--- src/design/voice_lifetime_tracker_macros.svh ---
// assertion macros for the voice lifetime tracker
`ifndef VOICE_LIFETIME_TRACKER_MACROS_SVH
`define VOICE_LIFETIME_TRACKER_MACROS_SVH
`ifndef ASSERT_OFF
`define VLT_ASSERT(lbl, prop, msg) \
    lbl: assert property (@(posedge aclk) disable iff (!aresetn) prop) else $error(msg);
`define VLT_NEVER(lbl, cond, msg) \
    lbl: assert property (@(posedge aclk) disable iff (!aresetn) !(cond)) else $error(msg);
`else
`define VLT_ASSERT(lbl, prop, msg)
`define VLT_NEVER(lbl, cond, msg)
`endif
`endif

--- src/design/vlt_pkg.sv ---
// shared types and constants for the voice lifetime tracker
package vlt_pkg;

    localparam int VOICE_SLOTS  = 32;
    localparam int SLOT_W       = $clog2(VOICE_SLOTS);

    localparam int HANDLE_W     = 31;
    localparam int TICK_W       = 31;
    localparam int END_W        = 32;
    localparam int LEN_W        = 16;
    localparam int PITCH_W      = 8;
    localparam int RATE_W       = 10;
    localparam int CMD_W        = 2;

    localparam int HEADER_BYTES = 8;
    localparam int SAMPLE_RATE  = 11025;
    localparam int PITCH_SHIFT  = 7;
    localparam int RATE_RESET   = 35;

    localparam int SCALED_W     = LEN_W + PITCH_SHIFT;
    localparam int PROD_W       = SCALED_W + RATE_W;
    localparam int QT_W         = 20;

    localparam int DVD_W        = PROD_W;
    localparam int REM_W        = $clog2(SAMPLE_RATE + 1);
    localparam int CNT_W        = $clog2(DVD_W + 1);
    localparam int MCNT_W       = $clog2(RATE_W + 1);

    typedef enum logic [CMD_W-1:0] {
        CMD_START = 2'd0,
        CMD_STOP  = 2'd1,
        CMD_QUERY = 2'd2
    } vlt_cmd_t;

    typedef struct packed {
        logic [DVD_W-1:0] dividend;
        logic [REM_W-1:0] rem_init;
        logic [REM_W-1:0] divisor;
        logic [CNT_W-1:0] steps;
    } vlt_div_req_t;

    typedef struct packed {
        logic                entry;
        logic                stop;
        logic [SLOT_W-1:0]   addr;
        logic [HANDLE_W-1:0] handle;
        logic [END_W-1:0]    expiry;
    } vlt_slot_wr_t;

    typedef struct packed {
        logic [HANDLE_W-1:0] handle;
        logic [END_W-1:0]    expiry;
        logic                stopped;
    } vlt_slot_rd_t;

endpackage

--- src/design/vlt_serial_div.sv ---
// bit-serial restoring divider, one quotient bit per cycle
module vlt_serial_div (
    input  logic                             aclk,
    input  logic                             aresetn,
    input  logic                             start,
    input  vlt_pkg::vlt_div_req_t            req,
    output logic                             busy,
    output logic                             done,
    output logic [vlt_pkg::DVD_W-1:0]        dvd,
    output logic [vlt_pkg::REM_W-1:0]        rem
);

    logic [vlt_pkg::DVD_W-1:0] dvd_reg;
    logic [vlt_pkg::REM_W-1:0] rem_reg;
    logic [vlt_pkg::REM_W-1:0] dvs_reg;
    logic [vlt_pkg::CNT_W-1:0] cnt_reg;
    logic                      busy_reg;
    logic                      done_reg;

    logic [vlt_pkg::REM_W+1:0] diff;
    logic [vlt_pkg::REM_W:0]   trial;
    logic                      ge;

    assign trial = {rem_reg, dvd_reg[vlt_pkg::DVD_W-1]};
    assign diff  = {1'b0, trial} - {2'b00, dvs_reg};
    assign ge    = !diff[vlt_pkg::REM_W+1];

    always_ff @(posedge aclk) begin
        if (!aresetn) begin
            busy_reg <= 1'b0;
            done_reg <= 1'b0;
            cnt_reg  <= '0;
        end else begin
            done_reg <= 1'b0;
            if (start) begin
                dvd_reg  <= req.dividend;
                rem_reg  <= req.rem_init;
                dvs_reg  <= req.divisor;
                cnt_reg  <= req.steps;
                busy_reg <= 1'b1;
            end else if (busy_reg) begin
                dvd_reg <= {dvd_reg[vlt_pkg::DVD_W-2:0], ge};
                rem_reg <= ge ? diff[vlt_pkg::REM_W-1:0] : trial[vlt_pkg::REM_W-1:0];
                cnt_reg <= cnt_reg - 1'b1;
                if (cnt_reg == vlt_pkg::CNT_W'(1)) begin
                    busy_reg <= 1'b0;
                    done_reg <= 1'b1;
                end
            end
        end
    end

    assign busy = busy_reg;
    assign done = done_reg;
    assign dvd  = dvd_reg;
    assign rem  = rem_reg;

endmodule

--- src/design/vlt_serial_mul.sv ---
// bit-serial shift-add multiplier, one multiplier bit per cycle
module vlt_serial_mul (
    input  logic                          aclk,
    input  logic                          aresetn,
    input  logic                          start,
    input  logic [vlt_pkg::SCALED_W-1:0]  a,
    input  logic [vlt_pkg::RATE_W-1:0]    b,
    output logic                          done,
    output logic [vlt_pkg::PROD_W-1:0]    prod
);

    logic [vlt_pkg::PROD_W-1:0]   acc_reg;
    logic [vlt_pkg::SCALED_W-1:0] a_reg;
    logic [vlt_pkg::RATE_W-1:0]   b_reg;
    logic [vlt_pkg::MCNT_W-1:0]   cnt_reg;
    logic                         busy_reg;
    logic                         done_reg;

    logic [vlt_pkg::PROD_W-1:0]   addend;

    assign addend = b_reg[vlt_pkg::RATE_W-1] ? vlt_pkg::PROD_W'(a_reg) : '0;

    always_ff @(posedge aclk) begin
        if (!aresetn) begin
            busy_reg <= 1'b0;
            done_reg <= 1'b0;
            cnt_reg  <= '0;
        end else begin
            done_reg <= 1'b0;
            if (start) begin
                acc_reg  <= '0;
                a_reg    <= a;
                b_reg    <= b;
                cnt_reg  <= vlt_pkg::MCNT_W'(vlt_pkg::RATE_W);
                busy_reg <= 1'b1;
            end else if (busy_reg) begin
                acc_reg <= {acc_reg[vlt_pkg::PROD_W-2:0], 1'b0} + addend;
                b_reg   <= {b_reg[vlt_pkg::RATE_W-2:0], 1'b0};
                cnt_reg <= cnt_reg - 1'b1;
                if (cnt_reg == vlt_pkg::MCNT_W'(1)) begin
                    busy_reg <= 1'b0;
                    done_reg <= 1'b1;
                end
            end
        end
    end

    assign done = done_reg;
    assign prod = acc_reg;

endmodule

--- src/design/vlt_slot_store.sv ---
// voice slot memory with per-slot valid bits and registered read
module vlt_slot_store (
    input  logic                          aclk,
    input  logic                          aresetn,
    input  vlt_pkg::vlt_slot_wr_t         wr,
    input  logic                          rd_en,
    input  logic [vlt_pkg::SLOT_W-1:0]    rd_addr,
    output vlt_pkg::vlt_slot_rd_t         rd
);

    logic [vlt_pkg::HANDLE_W-1:0] handle_mem [vlt_pkg::VOICE_SLOTS];
    logic [vlt_pkg::END_W-1:0]    end_mem    [vlt_pkg::VOICE_SLOTS];
    logic                         stop_mem   [vlt_pkg::VOICE_SLOTS];
    logic [vlt_pkg::VOICE_SLOTS-1:0] valid_reg;

    logic [vlt_pkg::HANDLE_W-1:0] handle_q;
    logic [vlt_pkg::END_W-1:0]    end_q;
    logic                         stop_q;
    logic                         valid_q;

    always_ff @(posedge aclk) begin
        if (wr.entry) begin
            handle_mem[wr.addr] <= wr.handle;
            end_mem[wr.addr]    <= wr.expiry;
        end
        if (wr.entry || wr.stop) begin
            stop_mem[wr.addr] <= wr.stop;
        end
    end

    always_ff @(posedge aclk) begin
        if (!aresetn) begin
            valid_reg <= '0;
        end else if (wr.entry) begin
            valid_reg[wr.addr] <= 1'b1;
        end
    end

    always_ff @(posedge aclk) begin
        if (rd_en) begin
            handle_q <= handle_mem[rd_addr];
            end_q    <= end_mem[rd_addr];
            stop_q   <= stop_mem[rd_addr];
            valid_q  <= valid_reg[rd_addr];
        end
    end

    // slot never written reads as cleared
    assign rd.handle  = valid_q ? handle_q : '0;
    assign rd.expiry  = valid_q ? end_q : '0;
    assign rd.stopped = valid_q && stop_q;

endmodule

--- src/design/voice_lifetime_tracker.sv ---
// top level of the voice lifetime tracker: handle issue, duration and slot lookup
//
// channel   dir  payload
// s_        in   tuser: cmd[1:0]; tdata: handle, sound_length, pitch, now_tick
// m_        out  tdata: new_handle, playing
// cfg_wr_   in   tick_rate, 10 bits, write only
//
// start beat: runs the serial divider (23 steps by pitch, 20 by 11025)
// and the 10-step serial multiplier by tick_rate
// stop and query beats: run the 31-step serial slot-index remainder
// one beat at a time; a finished result waits in the output register while the next
// beat is taken; slot valid bits clear in the reset cycle, no clearing pass
`include "voice_lifetime_tracker_macros.svh"

module voice_lifetime_tracker (
    input  logic                           aclk,
    input  logic                           aresetn,
    input  logic                           s_tvalid,
    output logic                           s_tready,
    input  logic [1:0]                     s_tuser,    // cmd
    input  logic [87:0]                    s_tdata,    // handle, sound_length, pitch, now_tick
    output logic                           m_tvalid,
    input  logic                           m_tready,
    output logic [31:0]                    m_tdata,    // new_handle, playing
    input  logic                           cfg_wr_en,
    input  logic [vlt_pkg::RATE_W-1:0]     cfg_wr_data
);

    typedef enum logic [3:0] {
        ST_IDLE,
        ST_LOAD,
        ST_DIV_LEN,
        ST_MUL,
        ST_ADD,
        ST_DIV_RATE,
        ST_MOD,
        ST_READ,
        ST_RESULT
    } state_t;

    state_t                         state_reg;
    logic [vlt_pkg::CMD_W-1:0]      cmd_reg;
    logic [vlt_pkg::HANDLE_W-1:0]   handle_reg;
    logic [vlt_pkg::LEN_W-1:0]      samples_reg;
    logic [vlt_pkg::PITCH_W-1:0]    divisor_reg;
    logic [vlt_pkg::TICK_W-1:0]     now_reg;
    logic [vlt_pkg::HANDLE_W-1:0]   issued_reg;
    logic [vlt_pkg::SLOT_W-1:0]     slot_reg;
    logic [vlt_pkg::HANDLE_W-1:0]   handle_ctr_reg;
    logic [vlt_pkg::SLOT_W-1:0]     slot_ctr_reg;
    logic [vlt_pkg::RATE_W-1:0]     tick_rate_reg;
    logic [vlt_pkg::PROD_W-1:0]     t_reg;
    logic [vlt_pkg::HANDLE_W-1:0]   res_handle_reg;
    logic                           res_playing_reg;
    logic                           m_tvalid_reg;
    logic [31:0]                    m_tdata_reg;

    logic [vlt_pkg::HANDLE_W-1:0]   in_handle;
    logic [vlt_pkg::LEN_W-1:0]      in_len;
    logic [vlt_pkg::PITCH_W-1:0]    in_pitch;
    logic [vlt_pkg::TICK_W-1:0]     in_now;
    logic                           s_accept;
    logic [vlt_pkg::HANDLE_W-1:0]   hc_inc;

    logic                           div_start;
    vlt_pkg::vlt_div_req_t          div_req;
    logic                           div_busy;
    logic                           div_done;
    logic [vlt_pkg::DVD_W-1:0]      div_q;
    logic [vlt_pkg::REM_W-1:0]      div_rem;

    logic                           mul_start;
    logic                           mul_done;
    logic [vlt_pkg::PROD_W-1:0]     mul_prod;

    vlt_pkg::vlt_slot_wr_t          slot_wr;
    logic                           slot_rd_en;
    vlt_pkg::vlt_slot_rd_t          slot_rd;
    logic                           slot_match;

    assign in_handle = s_tdata[30:0];
    assign in_len    = s_tdata[46:31];
    assign in_pitch  = s_tdata[54:47];
    assign in_now    = s_tdata[85:55];

    assign s_tready  = (state_reg == ST_IDLE);
    assign s_accept  = s_tvalid && s_tready;
    assign hc_inc    = handle_ctr_reg + 1'b1;

    // divider and multiplier requests
    always_comb begin
        div_start = 1'b0;
        div_req   = '0;
        mul_start = 1'b0;
        unique case (state_reg)
            ST_LOAD: begin
                div_start = 1'b1;
                if (cmd_reg == vlt_pkg::CMD_START) begin
                    div_req.dividend = {samples_reg, (vlt_pkg::DVD_W-vlt_pkg::LEN_W)'(0)};
                    div_req.divisor  = vlt_pkg::REM_W'(divisor_reg);
                    div_req.steps    = vlt_pkg::CNT_W'(vlt_pkg::SCALED_W);
                end else begin
                    div_req.dividend = {handle_reg,
                                        (vlt_pkg::DVD_W-vlt_pkg::HANDLE_W)'(0)};
                    div_req.divisor  = vlt_pkg::REM_W'(vlt_pkg::VOICE_SLOTS);
                    div_req.steps    = vlt_pkg::CNT_W'(vlt_pkg::HANDLE_W);
                end
            end
            ST_DIV_LEN: begin
                mul_start = div_done;
            end
            ST_ADD: begin
                div_start        = 1'b1;
                div_req.dividend = {t_reg[vlt_pkg::QT_W-1:0],
                                    (vlt_pkg::DVD_W-vlt_pkg::QT_W)'(0)};
                div_req.rem_init = vlt_pkg::REM_W'(t_reg[vlt_pkg::PROD_W-1:vlt_pkg::QT_W]);
                div_req.divisor  = vlt_pkg::REM_W'(vlt_pkg::SAMPLE_RATE);
                div_req.steps    = vlt_pkg::CNT_W'(vlt_pkg::QT_W);
            end
            default: begin
            end
        endcase
    end

    // slot store access
    assign slot_match = (slot_rd.handle == handle_reg);

    always_comb begin
        slot_wr          = '0;
        slot_wr.addr     = slot_reg;
        slot_wr.handle   = issued_reg;
        slot_wr.expiry   = vlt_pkg::END_W'(now_reg)
                         + vlt_pkg::END_W'(div_q[vlt_pkg::QT_W-1:0]);
        slot_rd_en       = 1'b0;
        if (state_reg == ST_DIV_RATE && div_done) begin
            slot_wr.entry = 1'b1;
        end
        if (state_reg == ST_READ && cmd_reg == vlt_pkg::CMD_STOP && slot_match) begin
            slot_wr.stop = 1'b1;
        end
        if (state_reg == ST_MOD && div_done) begin
            slot_rd_en = 1'b1;
        end
    end

    always_ff @(posedge aclk) begin
        if (!aresetn) begin
            state_reg      <= ST_IDLE;
            handle_ctr_reg <= vlt_pkg::HANDLE_W'(1);
            slot_ctr_reg   <= vlt_pkg::SLOT_W'(1);
            tick_rate_reg  <= vlt_pkg::RATE_W'(vlt_pkg::RATE_RESET);
            m_tvalid_reg   <= 1'b0;
        end else begin
            if (cfg_wr_en) begin
                tick_rate_reg <= cfg_wr_data;
            end
            if (m_tvalid_reg && m_tready && state_reg != ST_RESULT) begin
                m_tvalid_reg <= 1'b0;
            end
            unique case (state_reg)
                ST_IDLE: begin
                    if (s_accept) begin
                        cmd_reg         <= s_tuser;
                        handle_reg      <= in_handle;
                        now_reg         <= in_now;
                        res_handle_reg  <= (s_tuser == vlt_pkg::CMD_START) ? handle_ctr_reg
                                                                           : '0;
                        res_playing_reg <= 1'b0;
                        samples_reg     <= (in_len > vlt_pkg::LEN_W'(vlt_pkg::HEADER_BYTES))
                                         ? in_len - vlt_pkg::LEN_W'(vlt_pkg::HEADER_BYTES)
                                         : '0;
                        divisor_reg     <= (in_pitch == '0) ? vlt_pkg::PITCH_W'(1) : in_pitch;
                        unique case (s_tuser)
                            vlt_pkg::CMD_START: begin
                                issued_reg     <= handle_ctr_reg;
                                slot_reg       <= slot_ctr_reg;
                                if (hc_inc == '0) begin
                                    handle_ctr_reg <= vlt_pkg::HANDLE_W'(1);
                                    slot_ctr_reg   <= vlt_pkg::SLOT_W'(1);
                                end else begin
                                    handle_ctr_reg <= hc_inc;
                                    slot_ctr_reg   <= (slot_ctr_reg ==
                                                       vlt_pkg::SLOT_W'(vlt_pkg::VOICE_SLOTS-1))
                                                    ? '0 : slot_ctr_reg + 1'b1;
                                end
                                state_reg <= ST_LOAD;
                            end
                            vlt_pkg::CMD_STOP, vlt_pkg::CMD_QUERY: begin
                                state_reg <= ST_LOAD;
                            end
                            default: begin
                                state_reg <= ST_RESULT;
                            end
                        endcase
                    end
                end
                ST_LOAD: begin
                    state_reg <= (cmd_reg == vlt_pkg::CMD_START) ? ST_DIV_LEN : ST_MOD;
                end
                ST_DIV_LEN: begin
                    if (div_done) begin
                        state_reg <= ST_MUL;
                    end
                end
                ST_MUL: begin
                    if (mul_done) begin
                        t_reg     <= mul_prod + vlt_pkg::PROD_W'(vlt_pkg::SAMPLE_RATE - 1);
                        state_reg <= ST_ADD;
                    end
                end
                ST_ADD: begin
                    state_reg <= ST_DIV_RATE;
                end
                ST_DIV_RATE: begin
                    if (div_done) begin
                        state_reg <= ST_RESULT;
                    end
                end
                ST_MOD: begin
                    if (div_done) begin
                        slot_reg  <= div_rem[vlt_pkg::SLOT_W-1:0];
                        state_reg <= ST_READ;
                    end
                end
                ST_READ: begin
                    res_playing_reg <= (cmd_reg == vlt_pkg::CMD_QUERY) && slot_match
                                     && !slot_rd.stopped
                                     && ({1'b0, now_reg} < slot_rd.expiry);
                    state_reg <= ST_RESULT;
                end
                ST_RESULT: begin
                    if (!m_tvalid_reg || m_tready) begin
                        m_tvalid_reg <= 1'b1;
                        m_tdata_reg  <= {res_playing_reg, res_handle_reg};
                        state_reg    <= ST_IDLE;
                    end
                end
                default: begin
                    state_reg <= ST_IDLE;
                end
            endcase
        end
    end

    assign m_tvalid = m_tvalid_reg;
    assign m_tdata  = m_tdata_reg;

    vlt_serial_div u_div (
        .aclk    (aclk),
        .aresetn (aresetn),
        .start   (div_start),
        .req     (div_req),
        .busy    (div_busy),
        .done    (div_done),
        .dvd     (div_q),
        .rem     (div_rem)
    );

    vlt_serial_mul u_mul (
        .aclk    (aclk),
        .aresetn (aresetn),
        .start   (mul_start),
        .a       (div_q[vlt_pkg::SCALED_W-1:0]),
        .b       (tick_rate_reg),
        .done    (mul_done),
        .prod    (mul_prod)
    );

    vlt_slot_store u_store (
        .aclk    (aclk),
        .aresetn (aresetn),
        .wr      (slot_wr),
        .rd_en   (slot_rd_en),
        .rd_addr (div_rem[vlt_pkg::SLOT_W-1:0]),
        .rd      (slot_rd)
    );

    `VLT_ASSERT(a_idle_div_quiet, s_tready |-> !div_busy, "beat taken while divider busy")
    `VLT_ASSERT(a_accept_leaves_idle, s_accept |=> !s_tready, "ready held after accept")
    `VLT_NEVER(a_handle_ctr_zero, handle_ctr_reg == '0, "handle counter reached zero")
    `VLT_NEVER(a_wr_rd_clash, slot_rd_en && (slot_wr.entry || slot_wr.stop), "slot clash")
    `VLT_ASSERT(a_entry_from_start, slot_wr.entry |-> cmd_reg == vlt_pkg::CMD_START, "bad entry")

endmodule
--- config.mk ---
export PLATFORM = sky130hd
export DESIGN_NAME = voice_lifetime_tracker
export DESIGN_NICKNAME = d
export VERILOG_FILES = /design/src/design/vlt_pkg.sv /design/src/design/vlt_serial_div.sv /design/src/design/vlt_serial_mul.sv /design/src/design/vlt_slot_store.sv /design/src/design/voice_lifetime_tracker.sv
export VERILOG_INCLUDE_DIRS = /design/src /design/src/design
export SDC_FILE = /design/constraint.sdc
export NUM_CORES = 2
export LEC_CHECK = 0
export BUFFER_PORTS_ARGS = -buffer_cell sky130_fd_sc_hd__buf_2
export CORE_UTILIZATION = 55
export DETAILED_ROUTE_END_ITERATION = 12
export PLACE_DENSITY = 0.79
export RECOVER_POWER = 25
export SKIP_CTS_REPAIR_TIMING = 1
export SKIP_LAST_GASP = 1
export SLEW_MARGIN = 20
export SYNTH_ARGS = -nofsm -noshare
export SYNTH_HDL_FRONTEND = slang
export SYNTH_HIERARCHICAL = 1
export SYNTH_SLANG_ARGS = --single-unit
--- constraint.sdc ---
create_clock -name aclk -period 7 [get_ports aclk]
set_input_delay 1.4 -clock aclk [delete_from_list [all_inputs] [get_ports aclk]]
set_output_delay 1.4 -clock aclk [all_outputs]
set_load 0.05 [all_outputs]
==> results_dict.tcl <==
set metrics [dict create \
    place_congestion 0.895 \
    path_class "input pin to register" \
    r2r-start "state_reg[2]" \
    cts_made_buffers 230 \
    yosysUniqueCellTypes 81 \
    multi_input_area_sq_um 26000 \
    drive_above_1_share_pct 25.3 \
    path_clk_slew_ns 0.06 \
    grt_first_pass_wirelength_um 379000 \
    grt_pass1_vias 54000 \
    critPathTopFamily "buffers and inverters" \
    max_stage_delay_ns 1.92 \
    syn_area_sq_um 103000 \
    placementRows 158 \
    cap_violations 4 \
    power.density_nw_per_um2 373 \
    setup_violations 0 \
    cts_sinks 2558 \
    worst_pin_slew_ns 2.65 \
    min-delay-start "res_handle_reg[20]" \
    crit_required_ns 7.49 \
    num-fill-cells 12000 \
    crit_chain "clkbuf_1, clkbuf_1, and3_4, buf_12" \
    yosysSeqAreaShare_pct 73.9 \
    clkLatencyLatePin_ns 0.90 \
    r2r_slack_ns 2.22 \
    final_cell_mix "2461 x edfxtp_1, 605 x mux4_2, 231 x clkbuf_16, 156 x nor2_1, 136 x and2_1" \
    routed_via_density 6.65 \
    htreeDepth 4 \
    synth_top_family_by_area "multiplexers" \
    finClkSkew_ns 0.0587 \
    path_buf_inv 3 \
    synth_compound_area_share_pct 2.52 \
    synth_area_per_cell_sq_um 20.0 \
    die_area_sq_um 188000 \
    netlist_instances 5120 \
    period_share_pct 79.0 \
    slowest_stage "clkbuf_1" \
    top_regs "u_store/end_mem (1024), u_store/handle_mem (992)" \
    grt_max_degree 128 \
    cp-start-kind "input pin" \
    regArea_sq_um 75800 \
    wl_um 269000 \
    holdWs_ns 0.414 \
    ys_async_sr_fraction_pct 0 \
    violations "capacitance limit, slew limit" \
    core_area_sq_um 185000 \
    largest_reg_flops 1024 \
    fmax_mhz 181 \
    rsz0062_at_grt "false" \
    post_drt_wl_per_cell_um 33.4 \
    power.leakage_uw 0.0368 \
    dpl.hpwl_um 138000 \
    hold_viol 0 \
    numPortBuffers 136 \
    antenna_found_initial 16 \
    initial_core_util_pct 55.4 \
    post-route-min-period_ns 5.53 \
    min_path_type "register to register" \
    grt_usage_pct 28.6 \
    setup.worst_path.start "aresetn" \
    drc_errors 0 \
    fin_setup_tns_ns 0 \
    first_pass_iters 8 \
    die_w_um 434 \
    root_buffer "clkbuf_16" \
    grt-ovfl-total 0 \
    ys_seq_elements 2558 \
    cts_tree "yes" \
    drtAntennaViolNets 0 \
    slew_violations 177 \
    top_register "u_store/end_mem" \
    area_delta_synth_final_pct 12.1 \
    endpoint_kind "register" \
    clockBufferDepth 3 \
    synthAdderAreaFrac_pct 1.22 \
    synth_top_flop_cell "edfxtp_1" \
    first_iter_violations 7383 \
    yosysWarningCount 6 \
    cp_common_cell "clkbuf_1" \
    cp_max_fo 119 \
    peakVddDrop_v 0.000449 \
    slew_headroom_pct -76.9 \
    synth_mux_area_share_pct 15.4 \
    layout_commonest_cell "edfxtp_1" \
    arrival_ns 6.02 \
    synth_edf_count 2461 \
    layout.nets 5555 \
    synth-simple-area-share_pct 4.03 \
    status "finished, violations left" \
    io_pins 139 \
    die_height_um 434 \
    via_count 53500 \
    synth-xor-area-share_pct 1.43 \
]
## report_power, final
part	internal (uW)	switching, uW	leakage, uW
Sequential	18600	385	0.0229
Combinational	4640	6190	0.0101
Clock	7380	5670	0.00379
## stage by stage
| stage | util (%) | worst slack, ns | power, uW | area [sq um] | instances |
|---|---|---|---|---|---|
| after global routing | 62.0 | 1.33 | 44100 | 115000 | 8043 |
| after CTS | 61.9 | 2.70 | 42800 | 115000 | 8029 |
| after detailed placement | 57.7 | 2.68 | 29800 | 107000 | 7596 |
| after global placement | 57.7 | 2.69 | 29500 | 107000 | 7594 |
| after floorplan | - | 1.39 | 26700 | 103000 | 5125 |
| final | 62.0 | 1.47 | 42900 | 115000 | 8044 |
## worst register-to-register path, delay by kind of cell, from the launching register on
kind,cells,cell delay [ns]
flip-flops,1,0.52
buffers and inverters,3,1.45
AND/OR/NAND/NOR,4,2.34
## Yosys cell counts (all sizes together), types with 4 or more instances
cell	instances	area, sq um
ha	95	1190
a21boi	5	37.5
a21oi	87	435
nor3b	12	90.1
a311oi	5	43.8
inv	69	259
nand2b	10	62.6
nand3b	8	60.1
nor2	191	717
a31oi	14	87.6
nand4	34	240
o21a	44	330
clkbuf	138	518
edfxtp	2461	73900
a21o	36	270
a211oi	12	90.1
a211o	5	43.8
mux4	605	13600
xor2	58	508
or3	12	75.1
buf	118	658
or3b	9	78.8
mux2i	73	731
a221o	11	110
a221oi	23	208
a2bb2oi	5	43.8
nand2	134	503
nor2b	37	231
and3	52	325
mux2	131	1480
o22ai	14	87.6
and4	10	87.6
xnor2	110	963
nand3	43	215
o21bai	5	37.5
and2	162	1010
nor3	33	165
or2	4	25.0
o211ai	14	115
nor4	14	115
o21ai	66	334
a22o	5	43.8
nor4b	4	35.0
dfxtp	97	1940
## path summary, 6_finish.rpt
path,endpoint,depth (start not counted)
hold / removal,m_tdata[20],0
setup / recovery,now_reg[25],4
hold reg to reg,m_tdata[20],0
setup reg to reg,u_store/handle_mem[13][20],7
## cell type report
| type | count | area share [%] |
|---|---|---|
| multi-input cells | 2242 | 22.6 |
| repair buffers | 251 | 1.67 |
| flip-flops and latches | 2558 | 66.0 |
| inverters | 69 | 0.237 |
| clock buffers | 270 | 5.20 |
| well taps | 2480 | 2.70 |
| clock inverters | 163 | 1.59 |
| diodes | 11 | 0.0239 |
## metal layers
metal	vias up	track usage (%)	wire length, um	share of wire [%]
li1	21300	-	-	-
met2	3888	47.2	133000	49
met5	-	0	67	0.025
met3	717	5.78	31000	12
met4	10	14.1	14300	5.3
met1	27600	36.3	90600	34
## kinds of logic after synthesis
kind of cell               after synthesis
DFF                                   2558
muxes                                  809
and+or+nand+nor                        780
AOI/OAI and AO/OA                      381
buffers and inverters                  325
xor gates and xnor gates               168
adders and majority gates               98
other                                    1
Power figures use the tool's default switching activity.
